`config.mk`:
```
export PLATFORM = sky130hd
export DESIGN_NAME = terminal_escape_sequence_parser
export DESIGN_NICKNAME = d
export VERILOG_FILES = /design/src/rtl/tesp_pkg.sv /design/src/rtl/terminal_escape_sequence_parser.sv /design/src/rtl/tesp_in_stage.sv /design/src/rtl/tesp_core.sv /design/src/rtl/tesp_out_stage.sv
export SDC_FILE = /design/constraint.sdc
export NUM_CORES = 1
export LEC_CHECK = 0
export BUFFER_PORTS_ARGS = -buffer_cell sky130_fd_sc_hd__buf_2
export CORE_MARGIN = 1.5
export CORE_UTILIZATION = 60
export DETAILED_ROUTE_END_ITERATION = 10
export GPL_TIMING_DRIVEN = 0
export PLACE_DENSITY = 0.82
export SETUP_SLACK_MARGIN = 0.15
export SKIP_LAST_GASP = 1
export SYNTH_ARGS = -nofsm -noshare
export SYNTH_HDL_FRONTEND = slang
export SYNTH_SLANG_ARGS = --single-unit
```
`constraint.sdc`:
```
create_clock -name i_clk -period 8.1 [get_ports i_clk]
set_input_delay 0.81 -clock i_clk [delete_from_list [all_inputs] [get_ports i_clk]]
set_output_delay 0.81 -clock i_clk [all_outputs]
set_load 0.03 [all_outputs]
```
`src/rtl/tesp_pkg.sv`:
```
`timescale 1ns / 1ps
// ---------------------------------------------------------------------------
// tesp_pkg
// Shared types and byte codes of the terminal escape sequence parser.
// ---------------------------------------------------------------------------
package tesp_pkg;

    // default width of the decimal parameter accumulator
    localparam int NUMBER_WIDTH_DEF = 16;

    // width of the reported number field
    localparam int NUM_OUT_W = 16;

    // byte codes
    localparam logic [7:0] CH_BEL       = 8'h07;
    localparam logic [7:0] CH_BS        = 8'h08;
    localparam logic [7:0] CH_CR        = 8'h0D;
    localparam logic [7:0] CH_ESC       = 8'h1B;
    localparam logic [7:0] CH_SPACE     = 8'h20;
    localparam logic [7:0] CH_DIGIT_0   = 8'h30;
    localparam logic [7:0] CH_DIGIT_9   = 8'h39;
    localparam logic [7:0] CH_SEMICOLON = 8'h3B;
    localparam logic [7:0] CH_FINAL_MIN = 8'h40;
    localparam logic [7:0] CH_LBRACKET  = 8'h5B;
    localparam logic [7:0] CH_BACKSLASH = 8'h5C;
    localparam logic [7:0] CH_RBRACKET  = 8'h5D;
    localparam logic [7:0] CH_TILDE     = 8'h7E;

    // result action codes
    typedef enum logic [2:0] {
        ACT_PRINT     = 3'd0,
        ACT_BACKSPACE = 3'd1,
        ACT_BELL      = 3'd2,
        ACT_CSI       = 3'd3,
        ACT_OSC_TEXT  = 3'd4,
        ACT_OSC_END   = 3'd5,
        ACT_ABANDON   = 3'd6
    } t_action;

    // one result item plus its emit flag
    typedef struct packed {
        logic                 emit;
        t_action              action;
        logic [7:0]           byte_value;
        logic [NUM_OUT_W-1:0] number;
    } t_result;

endpackage

```
`src/rtl/terminal_escape_sequence_parser.sv`:
```
`timescale 1ns / 1ps
// ---------------------------------------------------------------------------
// terminal_escape_sequence_parser
// Byte classifier for terminal output with CSI and OSC escape sequences.
// ---------------------------------------------------------------------------
// One byte item enters per clock; each byte gives zero or one result item.
// A byte goes through an input register, the parser core and a result
// register; its result becomes valid once the core has loaded it into
// the result register. The block sustains one byte per cycle as long as
// the consumer keeps i_ready high. Stalls on the output back up through
// the result register into the input register. The decimal parameter is
// accumulated in a NUMBER_WIDTH bit register that saturates at all ones;
// o_number shows its low 16 bits.
module terminal_escape_sequence_parser #(
    parameter int NUMBER_WIDTH = tesp_pkg::NUMBER_WIDTH_DEF
) (
    input  logic        i_clk,
    input  logic        i_rst_n,
    input  logic        i_valid,
    output logic        o_ready,
    input  logic [7:0]  i_byte_in,
    output logic        o_valid,
    input  logic        i_ready,
    output logic [2:0]  o_action,
    output logic [7:0]  o_byte_value,
    output logic [15:0] o_number
);
    import tesp_pkg::*;

    logic       in_valid;
    logic [7:0] in_byte;
    logic       out_can_load;
    logic       take;
    t_result    core_res;

    // a byte moves into the core when the result register has room
    assign take = in_valid && out_can_load;

    // input register
    tesp_in_stage u_in (
        .i_clk     (i_clk),
        .i_rst_n   (i_rst_n),
        .i_valid   (i_valid),
        .o_ready   (o_ready),
        .i_byte_in (i_byte_in),
        .i_take    (take),
        .o_valid   (in_valid),
        .o_byte    (in_byte)
    );

    // parser core
    tesp_core #(
        .NUMBER_WIDTH (NUMBER_WIDTH)
    ) u_core (
        .i_clk   (i_clk),
        .i_rst_n (i_rst_n),
        .i_take  (take),
        .i_byte  (in_byte),
        .o_res   (core_res)
    );

    // result register
    tesp_out_stage u_out (
        .i_clk        (i_clk),
        .i_rst_n      (i_rst_n),
        .i_load       (take),
        .i_res        (core_res),
        .i_ready      (i_ready),
        .o_can_load   (out_can_load),
        .o_valid      (o_valid),
        .o_action     (o_action),
        .o_byte_value (o_byte_value),
        .o_number     (o_number)
    );

endmodule

```
`src/rtl/tesp_in_stage.sv`:
```
`timescale 1ns / 1ps
// ---------------------------------------------------------------------------
// tesp_in_stage
// Input register: holds one byte item until the parser core takes it.
// ---------------------------------------------------------------------------
module tesp_in_stage (
    input  logic       i_clk,
    input  logic       i_rst_n,
    input  logic       i_valid,
    output logic       o_ready,
    input  logic [7:0] i_byte_in,
    input  logic       i_take,
    output logic       o_valid,
    output logic [7:0] o_byte
);

    logic       r_valid;
    logic [7:0] r_byte;

    // free when empty or when the held item leaves this cycle
    assign o_ready = !r_valid || i_take;
    assign o_valid = r_valid;
    assign o_byte  = r_byte;

    // item register
    always_ff @(posedge i_clk) begin
        if (!i_rst_n) begin
            r_valid <= 1'b0;
        end else if (i_valid && o_ready) begin
            r_valid <= 1'b1;
        end else if (i_take) begin
            r_valid <= 1'b0;
        end
        if (i_valid && o_ready) begin
            r_byte <= i_byte_in;
        end
    end

    // a held item is not overwritten while it waits
    assert property (@(posedge i_clk) disable iff (!i_rst_n)
        r_valid && !i_take |=> r_valid && $stable(r_byte))
        else $error("held input item lost");

endmodule

```
`src/rtl/tesp_core.sv`:
```
`timescale 1ns / 1ps
// ---------------------------------------------------------------------------
// tesp_core
// Parser state and per-byte classification; one byte per take.
// ---------------------------------------------------------------------------
module tesp_core #(
    parameter int NUMBER_WIDTH = tesp_pkg::NUMBER_WIDTH_DEF
) (
    input  logic              i_clk,
    input  logic              i_rst_n,
    input  logic              i_take,
    input  logic [7:0]        i_byte,
    output tesp_pkg::t_result o_res
);
    import tesp_pkg::*;

    typedef enum logic [2:0] {
        S_IDLE,
        S_ESC,
        S_CSI,
        S_OSC,
        S_OSC_ESC
    } t_mode;

    t_mode                   r_mode, n_mode;
    logic [NUMBER_WIDTH-1:0] r_acc, n_acc;
    logic                    r_digits_only, n_digits_only;
    logic                    r_sep, n_sep;

    logic                    is_digit;
    logic [NUMBER_WIDTH+3:0] acc_wide;
    logic [NUMBER_WIDTH-1:0] acc_step;
    logic [NUMBER_WIDTH-1:0] param;
    logic [NUMBER_WIDTH+NUM_OUT_W-1:0] param_ext;
    logic [NUM_OUT_W-1:0]    param_out;
    t_result                 res;

    // acc * 10 + digit, saturated
    assign is_digit = (i_byte >= CH_DIGIT_0) && (i_byte <= CH_DIGIT_9);
    assign acc_wide = ({4'b0, r_acc} << 3) + ({4'b0, r_acc} << 1)
                    + {{NUMBER_WIDTH{1'b0}}, i_byte[3:0]};
    assign acc_step = (|acc_wide[NUMBER_WIDTH+3:NUMBER_WIDTH])
                    ? {NUMBER_WIDTH{1'b1}} : acc_wide[NUMBER_WIDTH-1:0];

    // parameter value, low bits of the reported field
    assign param     = r_digits_only ? r_acc : '0;
    assign param_ext = {{NUM_OUT_W{1'b0}}, param};
    assign param_out = param_ext[NUM_OUT_W-1:0];

    // next state and result
    always_comb begin
        n_mode         = r_mode;
        n_acc          = r_acc;
        n_digits_only  = r_digits_only;
        n_sep          = r_sep;
        res.emit       = 1'b0;
        res.action     = ACT_PRINT;
        res.byte_value = i_byte;
        res.number     = '0;
        unique case (r_mode)
            S_ESC: begin
                n_acc         = '0;
                n_digits_only = 1'b1;
                n_sep         = 1'b0;
                if (i_byte == CH_LBRACKET) begin
                    n_mode = S_CSI;
                end else if (i_byte == CH_RBRACKET) begin
                    n_mode = S_OSC;
                end else begin
                    n_mode     = S_IDLE;
                    res.emit   = 1'b1;
                    res.action = ACT_ABANDON;
                end
            end
            S_CSI: begin
                if (i_byte < CH_SPACE || i_byte > CH_TILDE) begin
                    n_mode        = S_IDLE;
                    n_acc         = '0;
                    n_digits_only = 1'b1;
                    n_sep         = 1'b0;
                    res.emit      = 1'b1;
                    res.action    = ACT_ABANDON;
                end else if (i_byte >= CH_FINAL_MIN) begin
                    n_mode        = S_IDLE;
                    n_acc         = '0;
                    n_digits_only = 1'b1;
                    n_sep         = 1'b0;
                    res.emit      = 1'b1;
                    res.action    = ACT_CSI;
                    res.number    = param_out;
                end else if (is_digit) begin
                    n_acc = acc_step;
                end else begin
                    n_digits_only = 1'b0;
                end
            end
            S_OSC: begin
                if (i_byte == CH_BEL) begin
                    n_mode        = S_IDLE;
                    n_acc         = '0;
                    n_digits_only = 1'b1;
                    n_sep         = 1'b0;
                    res.emit      = 1'b1;
                    res.action    = ACT_OSC_END;
                    res.number    = r_sep ? param_out : '0;
                end else if (i_byte == CH_ESC) begin
                    n_mode = S_OSC_ESC;
                end else if (r_sep) begin
                    res.emit   = 1'b1;
                    res.action = ACT_OSC_TEXT;
                end else if (i_byte == CH_SEMICOLON) begin
                    n_sep = 1'b1;
                end else if (is_digit) begin
                    n_acc = acc_step;
                end else begin
                    n_digits_only = 1'b0;
                end
            end
            S_OSC_ESC: begin
                n_mode        = S_IDLE;
                n_acc         = '0;
                n_digits_only = 1'b1;
                n_sep         = 1'b0;
                res.emit      = 1'b1;
                if (i_byte == CH_BACKSLASH) begin
                    res.action = ACT_OSC_END;
                    res.number = r_sep ? param_out : '0;
                end else begin
                    res.action = ACT_ABANDON;
                end
            end
            S_IDLE: begin
                priority if (i_byte == CH_ESC) begin
                    n_mode = S_ESC;
                end else if (i_byte == CH_CR) begin
                    n_mode = S_IDLE;
                end else if (i_byte == CH_BS) begin
                    res.emit   = 1'b1;
                    res.action = ACT_BACKSPACE;
                end else if (i_byte == CH_BEL) begin
                    res.emit   = 1'b1;
                    res.action = ACT_BELL;
                end else begin
                    res.emit   = 1'b1;
                    res.action = ACT_PRINT;
                end
            end
            default: begin
                n_mode = S_IDLE;
            end
        endcase
    end

    assign o_res = res;

    // parser state
    always_ff @(posedge i_clk) begin
        if (!i_rst_n) begin
            r_mode        <= S_IDLE;
            r_acc         <= '0;
            r_digits_only <= 1'b1;
            r_sep         <= 1'b0;
        end else if (i_take) begin
            r_mode        <= n_mode;
            r_acc         <= n_acc;
            r_digits_only <= n_digits_only;
            r_sep         <= n_sep;
        end
    end

    // a byte after ESC always starts with a clean parameter
    assert property (@(posedge i_clk) disable iff (!i_rst_n)
        i_take && r_mode == S_ESC |=> r_acc == '0 && r_digits_only && !r_sep)
        else $error("parameter not cleared after escape");

    // the byte after an escape inside an os command always gives a result
    assert property (@(posedge i_clk) disable iff (!i_rst_n)
        r_mode == S_OSC_ESC |-> res.emit)
        else $error("os command escape without result");

    // the separator only exists inside an os command
    assert property (@(posedge i_clk) disable iff (!i_rst_n)
        r_sep |-> r_mode == S_OSC || r_mode == S_OSC_ESC)
        else $error("separator flag outside os command");

endmodule

```
`src/rtl/tesp_out_stage.sv`:
```
`timescale 1ns / 1ps
// ---------------------------------------------------------------------------
// tesp_out_stage
// Result register: holds one result item until the consumer takes it.
// ---------------------------------------------------------------------------
module tesp_out_stage (
    input  logic              i_clk,
    input  logic              i_rst_n,
    input  logic              i_load,
    input  tesp_pkg::t_result i_res,
    input  logic              i_ready,
    output logic              o_can_load,
    output logic              o_valid,
    output logic [2:0]        o_action,
    output logic [7:0]        o_byte_value,
    output logic [15:0]       o_number
);
    import tesp_pkg::*;

    logic                 r_valid;
    t_action              r_action;
    logic [7:0]           r_byte_value;
    logic [NUM_OUT_W-1:0] r_number;

    // room when empty or when the held result leaves this cycle
    assign o_can_load   = !r_valid || i_ready;
    assign o_valid      = r_valid;
    assign o_action     = r_action;
    assign o_byte_value = r_byte_value;
    assign o_number     = r_number;

    // result register
    always_ff @(posedge i_clk) begin
        if (!i_rst_n) begin
            r_valid <= 1'b0;
        end else if (i_load) begin
            r_valid <= i_res.emit;
        end else if (i_ready) begin
            r_valid <= 1'b0;
        end
        if (i_load && i_res.emit) begin
            r_action     <= i_res.action;
            r_byte_value <= i_res.byte_value;
            r_number     <= i_res.number;
        end
    end

    // a number is reported only with a control sequence or os command end
    assert property (@(posedge i_clk) disable iff (!i_rst_n)
        r_valid && r_action != ACT_CSI && r_action != ACT_OSC_END |-> r_number == '0)
        else $error("number on an action that carries none");

endmodule
```
==> results_dict.tcl <==
set metrics [dict create \
    h-tree-depth 3 \
    p_leak_nw 1.76 \
    path_class "flop to flop" \
    cts-root-buf "clkbuf_8" \
    layout.nets 441 \
    ios 41 \
    cts_buffers 9 \
    port_buffers 40 \
    finalSetupViolations 0 \
    grt_pass1_vias 2745 \
    fin_worst_hold_slack_ps 486 \
    cts_buffer_depth 2 \
    cts_setup_buffers 0 \
    ant_nets 0 \
    ys_top_cells_by_area "edfxtp_1 (29%), dfxtp_1 (13%), ha_1 (11%)" \
    ys.flop_type "edfxtp_1" \
    syn_nets 389 \
    drtIter0Drc 327 \
    drt_wl_total_um 8160 \
    synth_edf_count 35 \
    die-area_um2 6420 \
    clock-sinks 58 \
    dieHeight_um 80.1 \
    yosysTopAreaCell "edfxtp_1" \
    min_path_type "flop to flop" \
    hold_start "u_core.r_digits_only$_SDFFE_PN1P_" \
    rrSetupSlack_ps 4390 \
    hold_viol 0 \
    grt_pass1_wl_um 13200 \
    cp-start-kind "flop" \
    hold_path_depth 2 \
    syn_to_final_growth_pct 15.6 \
    avgViaCountPerCell 6.22 \
    peakVddDrop_mv 0.204 \
    synth_seq_cells 58 \
    synth_async_sr_flop_share_pct 0 \
    crit_path_max_fanout 10 \
    outcome "finished, final reports clean" \
    antenna_found_initial 0 \
    max_freq_mhz 269 \
    wl_per_cell_um 17.3 \
    ctsResizeCount 0 \
    fin_crit_ps 3710 \
    rows 27 \
    clk_pin_slew_worst_paths_ps 80 \
    cp.required_ps 8340 \
    hold_buffers 0 \
    end_kind "flop" \
    relSlewSlack_pct 47.9 \
    cpPeakStageDelay_ps 600 \
    synth.distinct_cells 55 \
    maxCapViolations 0 \
    r2r-end "u_core.r_acc[5]$_SDFFE_PN0P_" \
    finalClockSkew_ps 9.43 \
    syn_avg_cell_area_um2 10.4 \
    rsz0062_at_grt "no" \
    core_um2 5610 \
    via_count 2940 \
    nFillCells 436 \
    routabilityCongestion 0.963 \
    die_width_um 80.1 \
    rr_startpoint "u_in.o_byte[3]$_DFFE_PP_" \
    synth_top_area_share_pct 29.5 \
    netlist_area_um2 3570 \
    gr-total-overflow 0 \
    worstHoldEndpoint "u_core.r_digits_only$_SDFFE_PN1P_" \
    tns_ps 0 \
    power.density_nw_per_um2 170 \
    netlist_top_cells_count "edfxtp_1 (35), ha_1 (31), o21ai_0 (28)" \
    tritoncts "yes" \
    ys.warnings.count 0 \
    dpl.hpwl_um 5930 \
    slew_viol_final 0 \
    netlist_instances 344 \
    min_period_over_period_pct 45.8 \
    grt_usage_pct 27.5 \
    path_cells "fa_1 > inv_1 > fa_1 > nor2b_1 > o2111ai_1 > a31oi_1 > o31ai_2 > a21o_1 > a2111o_1 > buf_6 > o21ba_1" \
    rr_worst_depth 11 \
    drt_pass1_iterations 5 \
    layout-drive-gt1-share_pct 18.7 \
    clk_latency_ps 340 \
    ys_seq_area_share_pct 42.4 \
    worst_pin_slew_ps 781 \
    drc_errors 0 \
    critPathArrivalTime_ps 3950 \
    grt_start_max_net_pins 16 \
    synth_most_common_cell "edfxtp_1" \
    num_antenna_cells 0 \
    cpMaxStageDelayCell "fa_1" \
    start_util_pct 63.6 \
    crit_top_cell "fa_1" \
]
[routing by layer]
metal,routed length [µm],part of all wire (%),vias up,global-route usage [%]
met5,0,0,-,0
met4,172,2.1,0,8.45
met3,468,5.7,16,7.50
met2,3890,48,109,44.2
met1,3640,45,1414,36.0
li1,-,-,1401,-
[state kept, by name, summed over array words and instances (netlist names)]
name	cells
u_core.r_acc	16
u_core.r_digits_only	1
u_core.r_mode	3
u_core.r_sep	1
u_in.o_byte	8
u_in.o_valid	1
u_out.o_action	3
u_out.o_byte_value	8
u_out.o_number	16
u_out.o_valid	1
[cell families after synthesis]
| logic type | synth area share, % |
|---|---|
| simple gates | 19.1 |
| xor+xnor | 3.19 |
| buf+inv | 2.14 |
| compound gates | 20.6 |
| flops | 42.4 |
| fa+ha+maj | 12.0 |
| mux | 0.561 |
[layout by cell type, fill, tap and decap left out, types with 2 or more instances in the layout]
cell type,count
xor2_1,5
edfxtp_1,35
clkbuf_8,9
clkbuf_1,6
a22oi_1,3
o21ai_0,28
mux2i_1,2
a21oi_1,18
o21a_1,4
nor3b_1,2
bufinv_16,3
a311oi_1,2
nand2b_1,9
nand2_1,13
nor3_1,5
nand4_1,6
o21bai_1,2
o211ai_1,2
and3b_1,3
a21o_1,7
and2_1,22
a211oi_1,7
and4_1,4
nand3_1,8
clkinv_4,3
fa_1,2
xnor2_1,8
and3_1,6
o21ba_1,9
a31oi_1,7
o31ai_1,3
buf_2,41
o21ba_2,6
nor2_1,13
inv_1,8
ha_1,31
nor2b_1,13
dfxtp_1,23
[metrics by stage]
| stage | setup WS, ps | std cells | area [µm²] | power [W] | utilization (%) |
|---|---|---|---|---|---|
| finish | 4390 | 473 | 4120 | 0.000703 | 73.5 |
| global route | 4230 | 473 | 4120 | 0.000723 | 73.5 |
| CTS | 4430 | 473 | 4120 | 0.000705 | 73.5 |
| detailed placement | 4450 | 457 | 3870 | 0.000376 | 69.1 |
| global placement | 4270 | 456 | 3860 | 0.000374 | 68.8 |
| floorplan | 4880 | 344 | 3570 | 0.000361 | - |
[power breakdown]
part,leakage (nW),internal (W),switching (W)
Clock,0.124,0.000207,0.000127
Combinational,1.13,0.0000119,0.0000278
Sequential,0.505,0.000323,0.00000719
[how the worst max path moves through the flow]
stage	start	to	slack [ps]	depth (start not counted)
floorplan	u_in.o_byte[3]$_DFFE_PP_	u_core.r_acc[4]$_SDFFE_PN0P_	4880	11
global placement	u_in.o_byte[5]$_DFFE_PP_	u_out.o_number[7]$_DFFE_PP_	4270	7
detailed placement	u_in.o_byte[3]$_DFFE_PP_	u_core.r_acc[5]$_SDFFE_PN0P_	4450	11
CTS	u_in.o_byte[3]$_DFFE_PP_	u_core.r_acc[1]$_SDFFE_PN0P_	4430	11
global route	u_in.o_byte[3]$_DFFE_PP_	u_core.r_acc[5]$_SDFFE_PN0P_	4230	11
finish	u_in.o_byte[3]$_DFFE_PP_	u_core.r_acc[5]$_SDFFE_PN0P_	4390	11
[layout make-up]
class / count / area [µm²] / share of cell area [%]
buffer: 9 / 46.3 / 1.12
clock buffer: 9 / 124 / 3.00
clock inverter: 7 / 125 / 3.03
inverter: 8 / 30.0 / 0.728
multi-input combinational: 269 / 1980 / 48.1
sequential: 58 / 1510 / 36.7
tap: 72 / 90.1 / 2.18
timing repair buffer: 41 / 215 / 5.22
[critical path: cells and delay by family (launching register included)]
kind | cells | cell delay, ps
flops | 1 | 520
compound gates | 6 | 1550
buf+inv | 2 | 270
fa+ha+maj | 2 | 1060
simple gates | 1 | 190
No activity file was read; power rests on OpenSTA's default activity.
